==> config.mk <==
export PLATFORM = sky130hd
export DESIGN_NAME = bmp_stream_crop
export DESIGN_NICKNAME = d
export VERILOG_FILES = /design/src/rtl/bsc_pkg.sv /design/src/rtl/bmp_stream_crop.sv
export SDC_FILE = /design/constraint.sdc
export NUM_CORES = 1
export LEC_CHECK = 0
export BUFFER_PORTS_ARGS = -buffer_cell sky130_fd_sc_hd__buf_4
export CORE_MARGIN = 1.5
export CORE_UTILIZATION = 25
export CTS_CLUSTER_SIZE = 10
export DETAILED_ROUTE_END_ITERATION = 6
export HOLD_SLACK_MARGIN = 0.1
export SLEW_MARGIN = 20
export SYNTH_ARGS = -nofsm -noshare
export SYNTH_HDL_FRONTEND = slang
export SYNTH_SLANG_ARGS = --single-unit
==> constraint.sdc <==
create_clock -name clk -period 25.3 [get_ports clk]
set_input_delay 3.795 -clock clk [delete_from_list [all_inputs] [get_ports clk]]
set_output_delay 3.795 -clock clk [all_outputs]
set_load 0.05 [all_outputs]
==> src/rtl/bsc_pkg.sv <==
`default_nettype none

package bsc_pkg;

  localparam int unsigned MAX_WIDTH  = 4096;
  localparam int unsigned MAX_HEIGHT = 4096;

  localparam int unsigned DIM_W  = 13;  // width, height, crop_w, crop_h
  localparam int unsigned POS_W  = 12;  // crop_x, crop_y, row counter
  localparam int unsigned COL_W  = 14;  // byte column within a source row
  localparam int unsigned HI_W   = 16;  // window end in bytes
  localparam int unsigned BYTE_W = 8;
  localparam int unsigned IDX_W  = 3;
  localparam int unsigned PAD_W  = 2;

  localparam logic [DIM_W-1:0] MAX_W_C = DIM_W'(MAX_WIDTH);
  localparam logic [DIM_W-1:0] MAX_H_C = DIM_W'(MAX_HEIGHT);
  localparam logic [COL_W-1:0] MAX_ROW_BYTES = COL_W'(3 * MAX_WIDTH);

  typedef enum logic [IDX_W-1:0] {
    REG_SRC_WIDTH  = 3'd0,
    REG_SRC_HEIGHT = 3'd1,
    REG_CROP_X     = 3'd2,
    REG_CROP_Y     = 3'd3,
    REG_CROP_W     = 3'd4,
    REG_CROP_H     = 3'd5
  } reg_idx_t;

  // pending results of one accepted byte
  typedef struct packed {
    logic              has_data;
    logic [PAD_W-1:0]  npad;
    logic              top;
    logic [BYTE_W-1:0] data;
  } grp_t;

  function automatic logic [DIM_W-1:0] clamp_dim(input logic [DIM_W-1:0] v,
                                                 input logic [DIM_W-1:0] hi);
    logic [DIM_W-1:0] r;
    r = v;
    if (v == '0) r = DIM_W'(1);
    else if (v > hi) r = hi;
    return r;
  endfunction

endpackage

`default_nettype wire

==> src/rtl/bmp_stream_crop.sv <==
`default_nettype none

// Channel | Dir | Ports                               | Meaning
// in_     | in  | tvalid, tready, tdata[7:0]          | source pixel bytes, stored order
// out_    | out | tvalid, tready, tdata[7:0], tuser, tlast | cropped bytes, row padding
// cfg_    | in  | wen, index[2:0], wdata[12:0]        | register writes
//
// One source byte is accepted per cycle while the skid stage is empty; a kept byte
// ending a window row adds up to 3 padding transfers, which stall the input until sent.
// The output register is loaded at the accepting edge when it is free.
// in_tready is decoded from the skid stage registers; a stalled output parks one
// byte group in the skid stage and drops in_tready until it drains.
// rst_n is synchronous: counters go to zero, registers to a 1x1 image and window.

module bmp_stream_crop (
  input  wire logic                       clk,
  input  wire logic                       rst_n,
  input  wire logic                       in_tvalid,
  output      logic                       in_tready,
  input  wire logic [bsc_pkg::BYTE_W-1:0] in_tdata,   // [7:0] src_byte
  output      logic                       out_tvalid,
  input  wire logic                       out_tready,
  output      logic [bsc_pkg::BYTE_W-1:0] out_tdata,  // [7:0] out_byte
  output      logic                       out_tuser,  // [0] is_padding
  output      logic                       out_tlast,
  input  wire logic                       cfg_wen,
  input  wire logic [bsc_pkg::IDX_W-1:0]  cfg_index,
  input  wire logic [bsc_pkg::DIM_W-1:0]  cfg_wdata
);

  logic [bsc_pkg::DIM_W-1:0] src_width_r, src_height_r, crop_w_r, crop_h_r;
  logic [bsc_pkg::POS_W-1:0] crop_x_r, crop_y_r;

  logic [bsc_pkg::COL_W-1:0] byte_column_r, byte_column_nxt;
  logic [bsc_pkg::POS_W-1:0] row_count_r, row_count_nxt;

  bsc_pkg::grp_t grp_r, grp_nxt;
  logic grp_busy;

  logic                       out_valid_r, out_valid_nxt;
  logic [bsc_pkg::BYTE_W-1:0] out_data_r, out_data_nxt;
  logic                       out_pad_r, out_pad_nxt;
  logic                       out_last_r, out_last_nxt;

  // position and window
  logic [bsc_pkg::DIM_W-1:0] w, h;
  logic [bsc_pkg::COL_W-1:0] data_bytes, row_size, c_eff, c_inc;
  logic [bsc_pkg::POS_W-1:0] rc_eff, rc_inc, ty;
  logic [bsc_pkg::DIM_W-1:0] ty_ext;
  logic [bsc_pkg::COL_W-1:0] win_lo, xw_sum;
  logic [bsc_pkg::HI_W-1:0]  win_hi;
  logic row_in, top_row, keep, row_end;
  logic [bsc_pkg::PAD_W-1:0] npad;
  logic accept, o_free;

  always_comb begin
    w = bsc_pkg::clamp_dim(src_width_r, bsc_pkg::MAX_W_C);
    h = bsc_pkg::clamp_dim(src_height_r, bsc_pkg::MAX_H_C);
    data_bytes = {w[bsc_pkg::COL_W-2:0], 1'b0} + bsc_pkg::COL_W'(w);
    row_size   = data_bytes + bsc_pkg::COL_W'(w[1:0]);

    if (bsc_pkg::DIM_W'(row_count_r) >= h) rc_eff = bsc_pkg::POS_W'(h - 1'b1);
    else rc_eff = row_count_r;
    if (byte_column_r >= row_size) c_eff = row_size - 1'b1;
    else c_eff = byte_column_r;

    ty_ext  = h - 1'b1 - bsc_pkg::DIM_W'(rc_eff);
    ty      = ty_ext[bsc_pkg::POS_W-1:0];
    row_in  = (crop_h_r != '0) && (ty >= crop_y_r) &&
              (bsc_pkg::DIM_W'(ty - crop_y_r) < crop_h_r);
    top_row = (ty == crop_y_r);

    win_lo = {1'b0, crop_x_r, 1'b0} + bsc_pkg::COL_W'(crop_x_r);
    xw_sum = bsc_pkg::COL_W'(crop_x_r) + bsc_pkg::COL_W'(crop_w_r);
    win_hi = {1'b0, xw_sum, 1'b0} + bsc_pkg::HI_W'(xw_sum);

    keep    = row_in && (crop_w_r != '0) && (c_eff < data_bytes) &&
              (c_eff >= win_lo) && (bsc_pkg::HI_W'(c_eff) < win_hi);
    row_end = (bsc_pkg::HI_W'(c_eff) + 1'b1) == win_hi;
    npad    = row_end ? crop_w_r[1:0] : '0;

    c_inc  = c_eff + 1'b1;
    rc_inc = rc_eff + 1'b1;
    if (c_inc >= row_size) begin
      byte_column_nxt = '0;
      row_count_nxt   = (bsc_pkg::DIM_W'(rc_eff) + 1'b1 >= h) ? '0 : rc_inc;
    end else begin
      byte_column_nxt = c_inc;
      row_count_nxt   = rc_eff;
    end
  end

  assign grp_busy  = grp_r.has_data || (grp_r.npad != '0);
  assign in_tready = !grp_busy;
  assign accept    = in_tvalid && in_tready;
  assign o_free    = !out_valid_r || out_tready;

  always_comb begin
    grp_nxt       = grp_r;
    out_valid_nxt = out_valid_r;
    out_data_nxt  = out_data_r;
    out_pad_nxt   = out_pad_r;
    out_last_nxt  = out_last_r;
    if (grp_busy) begin
      if (o_free) begin
        out_valid_nxt = 1'b1;
        if (grp_r.has_data) begin
          out_data_nxt     = grp_r.data;
          out_pad_nxt      = 1'b0;
          out_last_nxt     = grp_r.top && (grp_r.npad == '0);
          grp_nxt.has_data = 1'b0;
        end else begin
          out_data_nxt = '0;
          out_pad_nxt  = 1'b1;
          out_last_nxt = grp_r.top && (grp_r.npad == bsc_pkg::PAD_W'(1));
          grp_nxt.npad = grp_r.npad - 1'b1;
        end
      end
    end else if (accept && keep) begin
      grp_nxt.npad = npad;
      grp_nxt.top  = top_row && row_end;
      grp_nxt.data = in_tdata;
      if (o_free) begin
        out_valid_nxt    = 1'b1;
        out_data_nxt     = in_tdata;
        out_pad_nxt      = 1'b0;
        out_last_nxt     = top_row && row_end && (npad == '0);
        grp_nxt.has_data = 1'b0;
      end else begin
        grp_nxt.has_data = 1'b1;
      end
    end else if (o_free) begin
      out_valid_nxt = 1'b0;
    end
  end

  always_ff @(posedge clk) begin
    if (!rst_n) begin
      src_width_r   <= bsc_pkg::DIM_W'(1);
      src_height_r  <= bsc_pkg::DIM_W'(1);
      crop_x_r      <= '0;
      crop_y_r      <= '0;
      crop_w_r      <= bsc_pkg::DIM_W'(1);
      crop_h_r      <= bsc_pkg::DIM_W'(1);
      byte_column_r <= '0;
      row_count_r   <= '0;
      grp_r.has_data <= 1'b0;
      grp_r.npad    <= '0;
      out_valid_r   <= 1'b0;
    end else begin
      if (cfg_wen) begin
        case (bsc_pkg::reg_idx_t'(cfg_index))
          bsc_pkg::REG_SRC_WIDTH:  src_width_r  <= cfg_wdata;
          bsc_pkg::REG_SRC_HEIGHT: src_height_r <= cfg_wdata;
          bsc_pkg::REG_CROP_X:     crop_x_r     <= cfg_wdata[bsc_pkg::POS_W-1:0];
          bsc_pkg::REG_CROP_Y:     crop_y_r     <= cfg_wdata[bsc_pkg::POS_W-1:0];
          bsc_pkg::REG_CROP_W:     crop_w_r     <= cfg_wdata;
          bsc_pkg::REG_CROP_H:     crop_h_r     <= cfg_wdata;
          default: ;
        endcase
      end
      if (accept) begin
        byte_column_r <= byte_column_nxt;
        row_count_r   <= row_count_nxt;
      end
      grp_r          <= grp_nxt;
      out_valid_r    <= out_valid_nxt;
    end
  end

  always_ff @(posedge clk) begin
    out_data_r <= out_data_nxt;
    out_pad_r  <= out_pad_nxt;
    out_last_r <= out_last_nxt;
  end

  assign out_tvalid = out_valid_r;
  assign out_tdata  = out_data_r;
  assign out_tuser  = out_pad_r;
  assign out_tlast  = out_last_r;

  a_pad_zero: assert property (@(posedge clk) disable iff (!rst_n)
    out_tvalid && out_tuser |-> out_tdata == '0)
    else $error("padding transfer with nonzero data");

  a_col_range: assert property (@(posedge clk) disable iff (!rst_n)
    accept |=> byte_column_r < bsc_pkg::MAX_ROW_BYTES)
    else $error("byte column beyond largest row");

  a_park_needs_out: assert property (@(posedge clk) disable iff (!rst_n)
    grp_r.has_data |-> out_valid_r)
    else $error("data parked while output register empty");

  a_grp_hold: assert property (@(posedge clk) disable iff (!rst_n)
    grp_busy && out_valid_r && !out_tready |=> $stable(grp_r.npad) &&
      $stable(grp_r.has_data))
    else $error("skid group changed during output stall");

endmodule

`default_nettype wire

# Word-level counts from Yosys, hierarchy flattened
# Index checks and enable logic that the tools add are counted.
# Widths: inputs -> output; s select.
dict set report totals {
  ff_bits 125
  out_inout_bits 12
  wordCells 121
  in_bits 29
}
dict set report op_classes {
  muxes 33
  n_bitwise 1
  n_eq_ne 10
  n_reduce_logical 36
  n_addsub 14
  magnitude_cmp 11
}
# cell count
set op_table {}
lappend op_table {{$mux 13} 4}
lappend op_table {{$mux 12} 4}
lappend op_table {{$ge 14x14->1} 3}
lappend op_table {{$mux 8} 5}
lappend op_table {{$mux 14} 2}
lappend op_table {{$gt 13x13->1 const B} 2}
lappend op_table {{$logic_not 13->1} 2}
lappend op_table {{$reduce_bool 13->1} 2}
lappend op_table {{$add 15x14->16} 1}
lappend op_table {{$eq 15x16->1} 1}
lappend op_table {{$lt 14x16->1} 1}
lappend op_table {{$reduce_and 2->1} 8}
lappend op_table {{$add 14x1->15 const B} 1}
lappend op_table {{$add 12x13->14} 1}
lappend op_table {{$add 13x12->14} 1}
lappend op_table {{$add 14x1->14 const B} 1}
lappend op_table {{$add 14x13->14} 1}
lappend op_table {{$add 14x2->14} 1}
lappend op_table {{$lt 14x14->1} 1}
lappend op_table {{$mux 1} 14}
lappend op_table {{$sub 14x1->14 const B} 1}
lappend op_table {{$add 12x1->13 const B} 1}
lappend op_table {{$ge 12x13->1} 1}
lappend op_table {{$ge 13x13->1} 1}
lappend op_table {{25 further kinds} 45}

# Logic depth before layout (Yosys ltp)
# Gate-level depths: netlist of run 1.
dict set report logic_depth {
  word_depth 16
  depth_mapped 47
  depth_no_buf 45
}

# Least setup slack after synthesis of run 1
# No wires, ideal clock.
dict set report synth_path {
  path_type {register to register}
  start {register src_width_r[1] (netlist name)}
  end {register out_data_r (netlist bit out_tdata[0]) (enable)}
  period_less_slack_ns 8.590
  t_required_ns 24.924
  setup_time_ns 0.376
  n_path_buf 1
  t_arrival_ns 8.214
  stages_incl_launch_ff 31
  path_slack_ns 16.710
  cell_sequence {dfxtp_1 -> or4_4 -> o31ai_4 -> ha_1 -> fa_1 -> xor2_2 -> inv_2 -> a2111o_1 -> nand2b_1 -> nor4_1 -> nor4b_1 -> xnor2_1 -> inv_1 -> ha_1 -> nand4_1 -> a2111oi_0 -> a21oi_2 -> clkbuf_1 -> or4_1 -> o211ai_2 -> inv_1 -> ha_1 -> a21oi_1 -> nor2b_1 -> o21ai_0 -> nand3_1 -> nor3_1 -> o21ai_0 -> nor4_1 -> nor2b_1 -> nor2_1}
}
dict set report synth_between {
  elab_chain_cells 14
  elab_cells_between_ends 18
  classes_between {add/sub (3); order compare (5); mux (3); reduce/logical (7)}
}
# element line_no
set synth_rtl {}
lappend synth_rtl {{from (decl)} bmp_stream_crop.sv:31} ;# logic [bsc_pkg::DIM_W-1:0] src_width_r, src_height_r, crop_w_r, crop_h_r;
lappend synth_rtl {{from (signal assigned)} bmp_stream_crop.sv:139} ;# src_width_r <= bsc_pkg::DIM_W'(1);
lappend synth_rtl {{from (signal assigned)} bmp_stream_crop.sv:153} ;# bsc_pkg::REG_SRC_WIDTH: src_width_r <= cfg_wdata;
lappend synth_rtl {{$gt 13x13->1} bsc_pkg.sv:42} ;# else if (v > hi) r = hi;
lappend synth_rtl {{$mux 13} bsc_pkg.sv:42}
lappend synth_rtl {{$mux 13 (*)} bsc_pkg.sv:41} ;# if (v == '0) r = DIM_W'(1);
lappend synth_rtl {{$add 14x13->14} bmp_stream_crop.sv:59} ;# data_bytes = {w[bsc_pkg::COL_W-2:0], 1'b0} + bsc_pkg::COL_W'(w);
lappend synth_rtl {{$add 14x2->14} bmp_stream_crop.sv:60} ;# row_size = data_bytes + bsc_pkg::COL_W'(w[1:0]);
lappend synth_rtl {{$sub 14x1->14 or $ge 14x14->1 (tied branches)} bmp_stream_crop.sv:64} ;# if (byte_column_r >= row_size) c_eff = row_size - 1'b1;
lappend synth_rtl {{$mux 14} bmp_stream_crop.sv:64}
lappend synth_rtl {{$lt 14x14->1} bmp_stream_crop.sv:77} ;# keep = row_in && (crop_w_r != '0) && (c_eff < data_bytes) &&
lappend synth_rtl {{$logic_and 1x1->1 (2 in a row)} bmp_stream_crop.sv:77}
lappend synth_rtl {{$logic_and 1x1->1 (*)} bmp_stream_crop.sv:78} ;# (c_eff >= win_lo) && (bsc_pkg::HI_W'(c_eff) < win_hi);
lappend synth_rtl {{$logic_and 1x1->1 (*)} bmp_stream_crop.sv:119} ;# end else if (accept && keep) begin
lappend synth_rtl {{$reduce_bool 2->1 (no line) (*)} -}
lappend synth_rtl {{$reduce_and 2->1 (no line) (*)} -}
lappend synth_rtl {{to (signal assigned)} bmp_stream_crop.sv:172} ;# out_data_r <= out_data_nxt;
lappend synth_rtl {{to (decl)} bmp_stream_crop.sv:41} ;# logic [bsc_pkg::BYTE_W-1:0] out_data_r, out_data_nxt;
# Every way passes the cells marked *; elsewhere a longest branch is shown, timed or not.
# A chain may end at the register's enable or synchronous reset.

# Final worst setup path of run 1
dict set report layout_path {
  start {register src_height_r[8] (netlist name)}
  end {register out_data_r (netlist bit out_tdata[7]) (enable)}
}
dict set report layout_between {
  elab_chain_cells 16
  elab_cells_between_ends 20
  classes_between {add/sub (3); order compare (4); mux (3); reduce/logical (10)}
}
# element line_no
set layout_rtl {}
lappend layout_rtl {{from (decl)} bmp_stream_crop.sv:31}
lappend layout_rtl {{from (signal assigned)} bmp_stream_crop.sv:140} ;# src_height_r <= bsc_pkg::DIM_W'(1);
lappend layout_rtl {{from (signal assigned)} bmp_stream_crop.sv:154} ;# bsc_pkg::REG_SRC_HEIGHT: src_height_r <= cfg_wdata;
lappend layout_rtl {{$gt 13x13->1} bsc_pkg.sv:42}
lappend layout_rtl {{$mux 13} bsc_pkg.sv:42}
lappend layout_rtl {{$mux 13 (*)} bsc_pkg.sv:41}
lappend layout_rtl {{$sub 12x1->12 or $ge 12x13->1 (tied branches)} {bmp_stream_crop.sv:62, bmp_stream_crop.sv:67}}
lappend layout_rtl {{$mux 12} bmp_stream_crop.sv:62} ;# if (bsc_pkg::DIM_W'(row_count_r) >= h) rc_eff = bsc_pkg::POS_W'(h - 1'b1);
lappend layout_rtl {{$sub 12x12->12 (*)} bmp_stream_crop.sv:67} ;# ty_ext = h - 1'b1 - bsc_pkg::DIM_W'(rc_eff);
lappend layout_rtl {{$sub 12x12->13 or $ge 12x12->1 (tied branches)} {bmp_stream_crop.sv:70, bmp_stream_crop.sv:69}}
lappend layout_rtl {{$lt 13x13->1 or $logic_and 1x1->1 (tied branches)} {bmp_stream_crop.sv:70, bmp_stream_crop.sv:69}}
lappend layout_rtl {{$logic_and 1x1->1 (*)} bmp_stream_crop.sv:69} ;# row_in = (crop_h_r != '0) && (ty >= crop_y_r) &&
lappend layout_rtl {{$logic_and 1x1->1 (*) (3 in a row)} bmp_stream_crop.sv:77}
lappend layout_rtl {{$logic_and 1x1->1 (*)} bmp_stream_crop.sv:78}
lappend layout_rtl {{$logic_and 1x1->1 (*)} bmp_stream_crop.sv:119}
lappend layout_rtl {{$reduce_bool 2->1 (no line) (*)} -}
lappend layout_rtl {{$reduce_and 2->1 (no line) (*)} -}
# Marked as above.

==> results of run 1 <==
-- routing by layer --
layer | vias to the layer above | GRT usage (%) | wire (um)
met5 | - | 0 | 0
met4 | 0 | 4.59 | 707
met3 | 42 | 2.02 | 1680
met2 | 321 | 22.5 | 16800
met1 | 5617 | 21.3 | 19800
li1 | 5896 | - | -
-- through the flow --
stage	setup WS [ns]	std cells	instance area [um2]	total power, W
2_1_floorplan	16.71	1627	12700	0.00122
3_3_place_gp	14.87	2292	13700	0.00150
3_5_place_dp	14.93	2292	13700	0.00152
4_1_cts	14.87	2323	14300	0.00179
5_1_grt	13.78	2323	14300	0.00197
6_report	14.80	2323	14300	0.00179
-- cells in the mapped netlist (17+ instances only) --
master      n
nor2b_1    31
a21o_1     36
nor4_1     18
xnor2_1    71
nand4_1    31
a21oi_1   173
o21bai_1   17
xor2_1     35
dfxtp_1   106
o21a_1     22
nor2_1     98
nand2_1   241
o21ai_0    73
edfxtp_1   19
ha_1      181
clkbuf_1   48
nor3_1     33
nand3_1    35
inv_1     100
-- worst max-delay path: cells and delay by family (launching register included) --
| kind | cells | cell delay, ns |
|---|---|---|
| buffers and inverters | 4 | 0.57 |
| and+or+nand+nor | 15 | 5.00 |
| xor gates and xnor gates | 2 | 0.37 |
| adders and majority gates | 5 | 1.31 |
| AOI/OAI and AO/OA | 15 | 2.55 |
| DFF | 1 | 0.33 |
-- cell usage in the layout (no fill, tap or decap), types with 6 or more instances in the layout --
cell and instances:
nand2_1 241, ha_1 181, a21oi_1 173, dfxtp_1 106, inv_1 100, nor2_1 98
o21ai_0 73, xnor2_1 71, buf_4 47, a21o_1 36, nand3_1 35, xor2_1 35
nor3_1 33, nor2b_1 31, nand4_1 31, o21a_1 22, edfxtp_1 19, nor4_1 18
o21bai_1 17, clkbuf_16 17, and2_1 15, nand2b_1 15, mux2i_1 15, a31oi_1 13
a2111oi_0 11, a211o_1 9, or2_2 9, a211oi_1 9, or3_1 8, a22o_1 8
or4_1 7, o31a_1 7, o2111ai_1 6, o211ai_1 6, a21boi_0 6
-- kinds of logic (layout without fill, tap and decap cells) --
kind of cell | after synthesis | after routing | share of synthesized area [%]
buffers and inverters | 158 | 182 | 4.81
multiplexers | 17 | 17 | 1.36
AND/OR/NAND/NOR | 574 | 574 | 21.9
XOR/XNOR | 113 | 113 | 8.47
adder cells (fa/ha/maj) | 186 | 186 | 18.6
flip-flops | 125 | 125 | 21.2
AO/OA/AOI/OAI | 454 | 454 | 23.7
-- final cells by class --
type	count	area share, %
Multi-Input combinational cell	1344	65.9
Timing Repair Buffer	47	2.47
Clock buffer	20	3.27
Sequential cell	125	18.9
Inverter	104	2.73
Clock inverter	11	0.912
Tap cell	672	5.89
-- registers in the layout, summed over array words and instances (netlist names) --
| register | flops |
|---|---|
| crop_h_r | 13 |
| byte_column_r | 14 |
| grp_r | 12 |
| out_tvalid | 1 |
| crop_w_r | 13 |
| src_height_r | 13 |
| row_count_r | 12 |
| crop_x_r | 12 |
| out_tuser | 1 |
| out_tlast | 1 |
| crop_y_r | 12 |
| out_tdata | 8 |
| src_width_r | 13 |
-- how the worst min path moves through the flow --
stage	start	endpoint	slack, ns	cells past startpoint
finish	crop_y_r[4]	crop_y_r[4]	0.46	2
global route	crop_h_r[6]	crop_h_r[6]	0.48	2
CTS	crop_h_r[5]	crop_h_r[5]	0.46	2
detailed placement	crop_h_r[5]	crop_h_r[5]	0.45	2
global placement	crop_y_r[5]	crop_y_r[5]	0.44	2
floorplan	crop_h_r[12]	crop_h_r[12]	0.44	2
-- power by group --
group / switching, W / internal, W / total [W] / leakage (nW)
Combinational: 0.000761 / 0.000524 / 0.00129 / 4.50
Sequential: 0.0000219 / 0.000234 / 0.000256 / 1.03
Clock: 0.0000981 / 0.000153 / 0.000252 / 0.290
==> impl_results.md, run 1 <==
* Yosys top cell area share at 17.8%
* #FFs+latches synth at 125
* P per Cell Area at 126 nW/um2
* Multi-input logic area at 9400 um2
* First-pass GRT wire length at 62000 um
* Sequential share of the synthesized area at a little over a fifth
* FF-to-FF Start: src_height_r[8]
* CP required at 25.36 ns
* Hold Crit Class: flip-flop to flip-flop
* PortBufs at 40
* Drt drc at 0
* Yosys top cell by area: ha_1
* Row Count at 82
* Initial core utilization at 25.3%
* Setup violations, final at 0
* Die X at 228 um
* CP arrival at 10.56 ns
* CP startpoint: src_height_r[8]
* Number of post-CTS setup repair buffers at 0
* Final hold viol count at 0
* Async S/R FF share, synth at 0%
* Overflow after GRT at 0
* # IOs at 41
* Seq. cell area at approximately 2700 um2
* Die area at between 50000 and 60000 um2
* Antenna cells at 0
* Post-CTS Resized at 0
* R2R cell count at 41
* Net Count, Synth at 1842
* Worst r2r dst: out_tdata[7]
* Critical Path Max Stage Delay at 0.95 ns
* Slew Limit Fails at 0
* Slew HR at 24.4%
* Area Growth Syn to Fin at 12.4%
* DRT iter0 DRCs at 773
* Reg clk slew, reported paths at 0.06 ns
* GRT Total Usage at between 10 and 15%
* Antenna violations before repair at 1
* Peak supply drop at 66.1 uV
* Final Skew at roughly 0.0076 ns
* Hpwl dp at a little over 30000 um
* Final wirelength at 38900 um
* First-pass detailed-route iteration total at 6
* Synth top area cells: ha_1 18%, dfxtp_1 17%, nand2_1 7.1%, a21oi_1 6.8%, xnor2_1 4.9%
* Clk root buf: clkbuf_16
* Vias in the first global route at 11200
* Worst Setup Start Kind: flip-flop
* Mapped Cells at around 1600
* Fillcell total at around 5400
* Status: finished clean
* Critical Path End Type: flip-flop
* Average wire per standard cell at 16.8 um
* Nets at approximately 1900
* Routability cong. at 0.935
* Worst-path maximum fanout at 20
* Layout cells sized above 1 at 7.93%
* Syn_area_per_cell at 7.81 um2
* H-tree depth at 4
* Worst path slowest cell: nor4_1
* Clk_lat worst skew at 0.44 ns
* Top FF cell, synth: dfxtp_1
* Post-Synthesis Cell Area at approximately 13000 um2
* Die Ht at 228 um
* Antenna-violating nets left at 0
* Clock Sinks at 125
* RSZ-0062 raised after global routing: false
* CP most frequent cell: o21ai_0
* CP Class: flip-flop to flip-flop
* CTS buffer count at 17
* Final Cycle Share at 41.5%
* Slew @ Worst Pin at ~1.1 ns
* Setup slack, reg-to-reg at 14.80 ns
* Largest net degree at the start of global routing at 74
* Core Util, Final at around 28%
* CORE AREA at 50200 um2
* Ys Warns at 0
* Leak Pwr at approximately 5.8 nW
* Maxcap violations at 0
* Count of different cell masters after synthesis at 101
* Longest Clk Path Bufs at 2
* Fin Setup TNS at 0 ns
* CTS tree: done
* EDFF count, synth at 19
* Vias per inst at 5.11
* End point of the critical path: out_tdata[7]
* Hold_ws at roughly 0.46 ns
* Vias at 11900
* Tmin final at 10.50 ns
* Highest clock rate at between 90 and 100 MHz
* # hold bufs at CTS at 0
(Power assumes the default switching activity.)
==> run 2: changes to the inputs <==
==> constraint.sdc (replaced) <==
create_clock -name clk -period 8.4 [get_ports clk]
set_input_delay 1.26 -clock clk [delete_from_list [all_inputs] [get_ports clk]]
set_output_delay 1.26 -clock clk [all_outputs]
set_load 0.05 [all_outputs]
==> impl_results.md, run 2 (synthesis gave the netlist of run 1 again) <==
* P per Cell Area at 382 nW/um2 (was 126 nW/um2)
* Slew @ Worst Pin at 1.05 ns (was 1.12 ns)
* Initial core utilization at 25.3% (unchanged)
* Reg clk slew, reported paths at 0.06 ns (about the same)
* First-pass GRT wire length at 62800 um (was 62000 um)
* Final wirelength at 39400 um (was 38900 um)
* Average wire per standard cell at 16.2 um (was 16.8 um)
* Hold Crit Class: flip-flop to flip-flop (unchanged)
* Critical Path Max Stage Delay at 0.59 ns (was 0.95 ns)
* Die Ht at 228 um (unchanged)
* Leak Pwr at 6.42 nW (was 5.82 nW)
* DRT iter0 DRCs at 828 (was 773)
* Status: finished clean (unchanged)
* Non-Filler Instances at 2433 (was 2323)
* Layout cells sized above 1 at 15.1% (was 7.93%)
* Vias at 12200 (was 11900)
* Final Cycle Share at 94.5% (was 41.5%)
* Largest net degree at the start of global routing at 89 (was 74)
* Hold_ws at 0.456 ns (was 0.455 ns)
* Critical Path End Type: flip-flop (unchanged)
* Highest clock rate at 126 MHz (was 95.3 MHz)
* Row Count at 82 (unchanged)
* Slew Limit Fails at 0 (unchanged)
* Routability cong. at 0.946 (was 0.935)
* Worst Setup Start Kind: flip-flop (unchanged)
* Final Skew at 0.0114 ns (was 0.00765 ns)
* CP arrival at 8.33 ns (was 10.56 ns)
* CTS tree: done (unchanged)
* CTS buffer count at 17 (unchanged)
* CP required at 8.79 ns (was 25.36 ns)
* Clk root buf: clkbuf_16 (unchanged)
* Reg with most FFs: byte_column_r (unchanged)
* CP Class: flip-flop to flip-flop (unchanged)
* Max FFs per register at 14 (unchanged)
* GRT Total Usage at 15.1% (was 14.8%)
* Worst path slowest cell: or4_4 (was nor4_1)
* Final hold viol count at 0 (unchanged)
* Slew HR at 30.1% (was 24.4%)
* CORE AREA at 50200 um2 (unchanged)
* Vias in the first global route at 11800 (was 11200)
* PortBufs at 40 (unchanged)
* First-pass detailed-route iteration total at 5 (was 6)
* H-tree depth at 4 (unchanged)
* CP most frequent cell: buf_4 (was o21ai_0)
* Overflow after GRT at 0 (unchanged)
* Peak supply drop at 191 uV (was 66.1 uV)
* Longest Clk Path Bufs at 2 (unchanged)
* Antenna cells at 0 (unchanged)
* Die area at 52200 um2 (unchanged)
* Setup violations, final at 0 (unchanged)
* Antenna-violating nets left at 0 (unchanged)
* Most common cell after layout, fill and taps aside: nand2_1 (unchanged)
* Antenna violations before repair at 0 (was 1)
* Most frequent cells in the layout: 241 x nand2_1, 178 x ha_1, 171 x a21oi_1, 154 x buf_4, 106 x dfxtp_1 (was 241 x nand2_1, 181 x ha_1, 173 x a21oi_1, 106 x dfxtp_1, 100 x inv_1)
* Total Power at 0.00585 W (was 0.00179 W)
* Die X at 228 um (unchanged)
* Maxcap violations at 0 (unchanged)
* Clock Sinks at 125 (unchanged)
* Clk_lat worst skew at 0.45 ns (was 0.44 ns)
* Fin Setup TNS at 0 ns (unchanged)
* # IOs at 41 (unchanged)
* Worst-path maximum fanout at 6 (was 20)
* Vias per inst at 5.02 (was 5.11)
* Drt drc at 0 (unchanged)
* Hpwl dp at 31900 um (was 30900 um)
* # placed instances at 2395 (was 2292)
* Tmin final at 7.94 ns (was 10.50 ns)
* Core Util, Final at 30.5% (was 28.5%)
* Nets at 1963 (was 1854)
* Area Growth Syn to Fin at 20.3% (was 12.4%)
[run 2: critical path, delay by kind of cell, from the launching register on]
family          cells  cell delay (ns)
fa+ha+maj           3             1.00
simple gates       10             1.86
compound gates     11             2.83
buf+inv             6             1.04
xor+xnor            3             0.79
flops               1             0.36
[run 2: metal layers]
metal  vias to the layer above  GRT usage, %  wire length (um)
li1                       6099             -                 -
met4                         0          5.82              1190
met3                        68          2.63              1880
met1                      5747          21.0             19600
met5                         -             0                 0
met2                       304          23.0             16700
[run 2: power by group]
group | total (W) | switching, W | leakage [nW] | internal, W
sequential | 0.000765 | 0.0000598 | 1.03 | 0.000705
clock | 0.000731 | 0.000297 | 0.284 | 0.000434
combinational | 0.00435 | 0.00240 | 5.10 | 0.00195
total | 0.00585 | 0.00276 | 6.42 | 0.00309
[run 2: cell type report]
cell class	instances	area, um2
Fill cell	5350	34900
Clock inverter	11	105
Clock buffer	21	472
Multi-Input combinational cell	1344	9590
Timing Repair Buffer	156	1200
Sequential cell	125	2690
Inverter	104	390
Tap cell	672	841
[run 2: path summary, 6_finish.rpt]
check | startpoint | to | slack, ns | depth (start not counted)
worst max register to register | src_width_r[1] | row_count_r[8] | 0.46 | 33
worst min register to register | crop_y_r[3] | crop_y_r[3] | 0.46 | 2
worst max-delay path | src_width_r[1] | row_count_r[8] | 0.46 | 33
worst min-delay path | crop_y_r[3] | crop_y_r[3] | 0.46 | 2
[run 2: stage by stage]
step                setup slack, ns  instance area [um2]
finish                        0.464                15300
global route                -0.0955                15300
CTS                         0.00913                15100
detailed placement          -0.0473                14500
global placement             0.0565                14500
floorplan                     0.113                12700
[run 2: repair_timing]
action / 4_1_cts / 5_1_grt
pin swaps: 2 / 12
hold endpoints to repair: 0 / 0
hold buffers: 0 / 0
setup buffers: 2 / 4
setup endpoints to repair: 20 / 44
resized for setup: 0 / 40
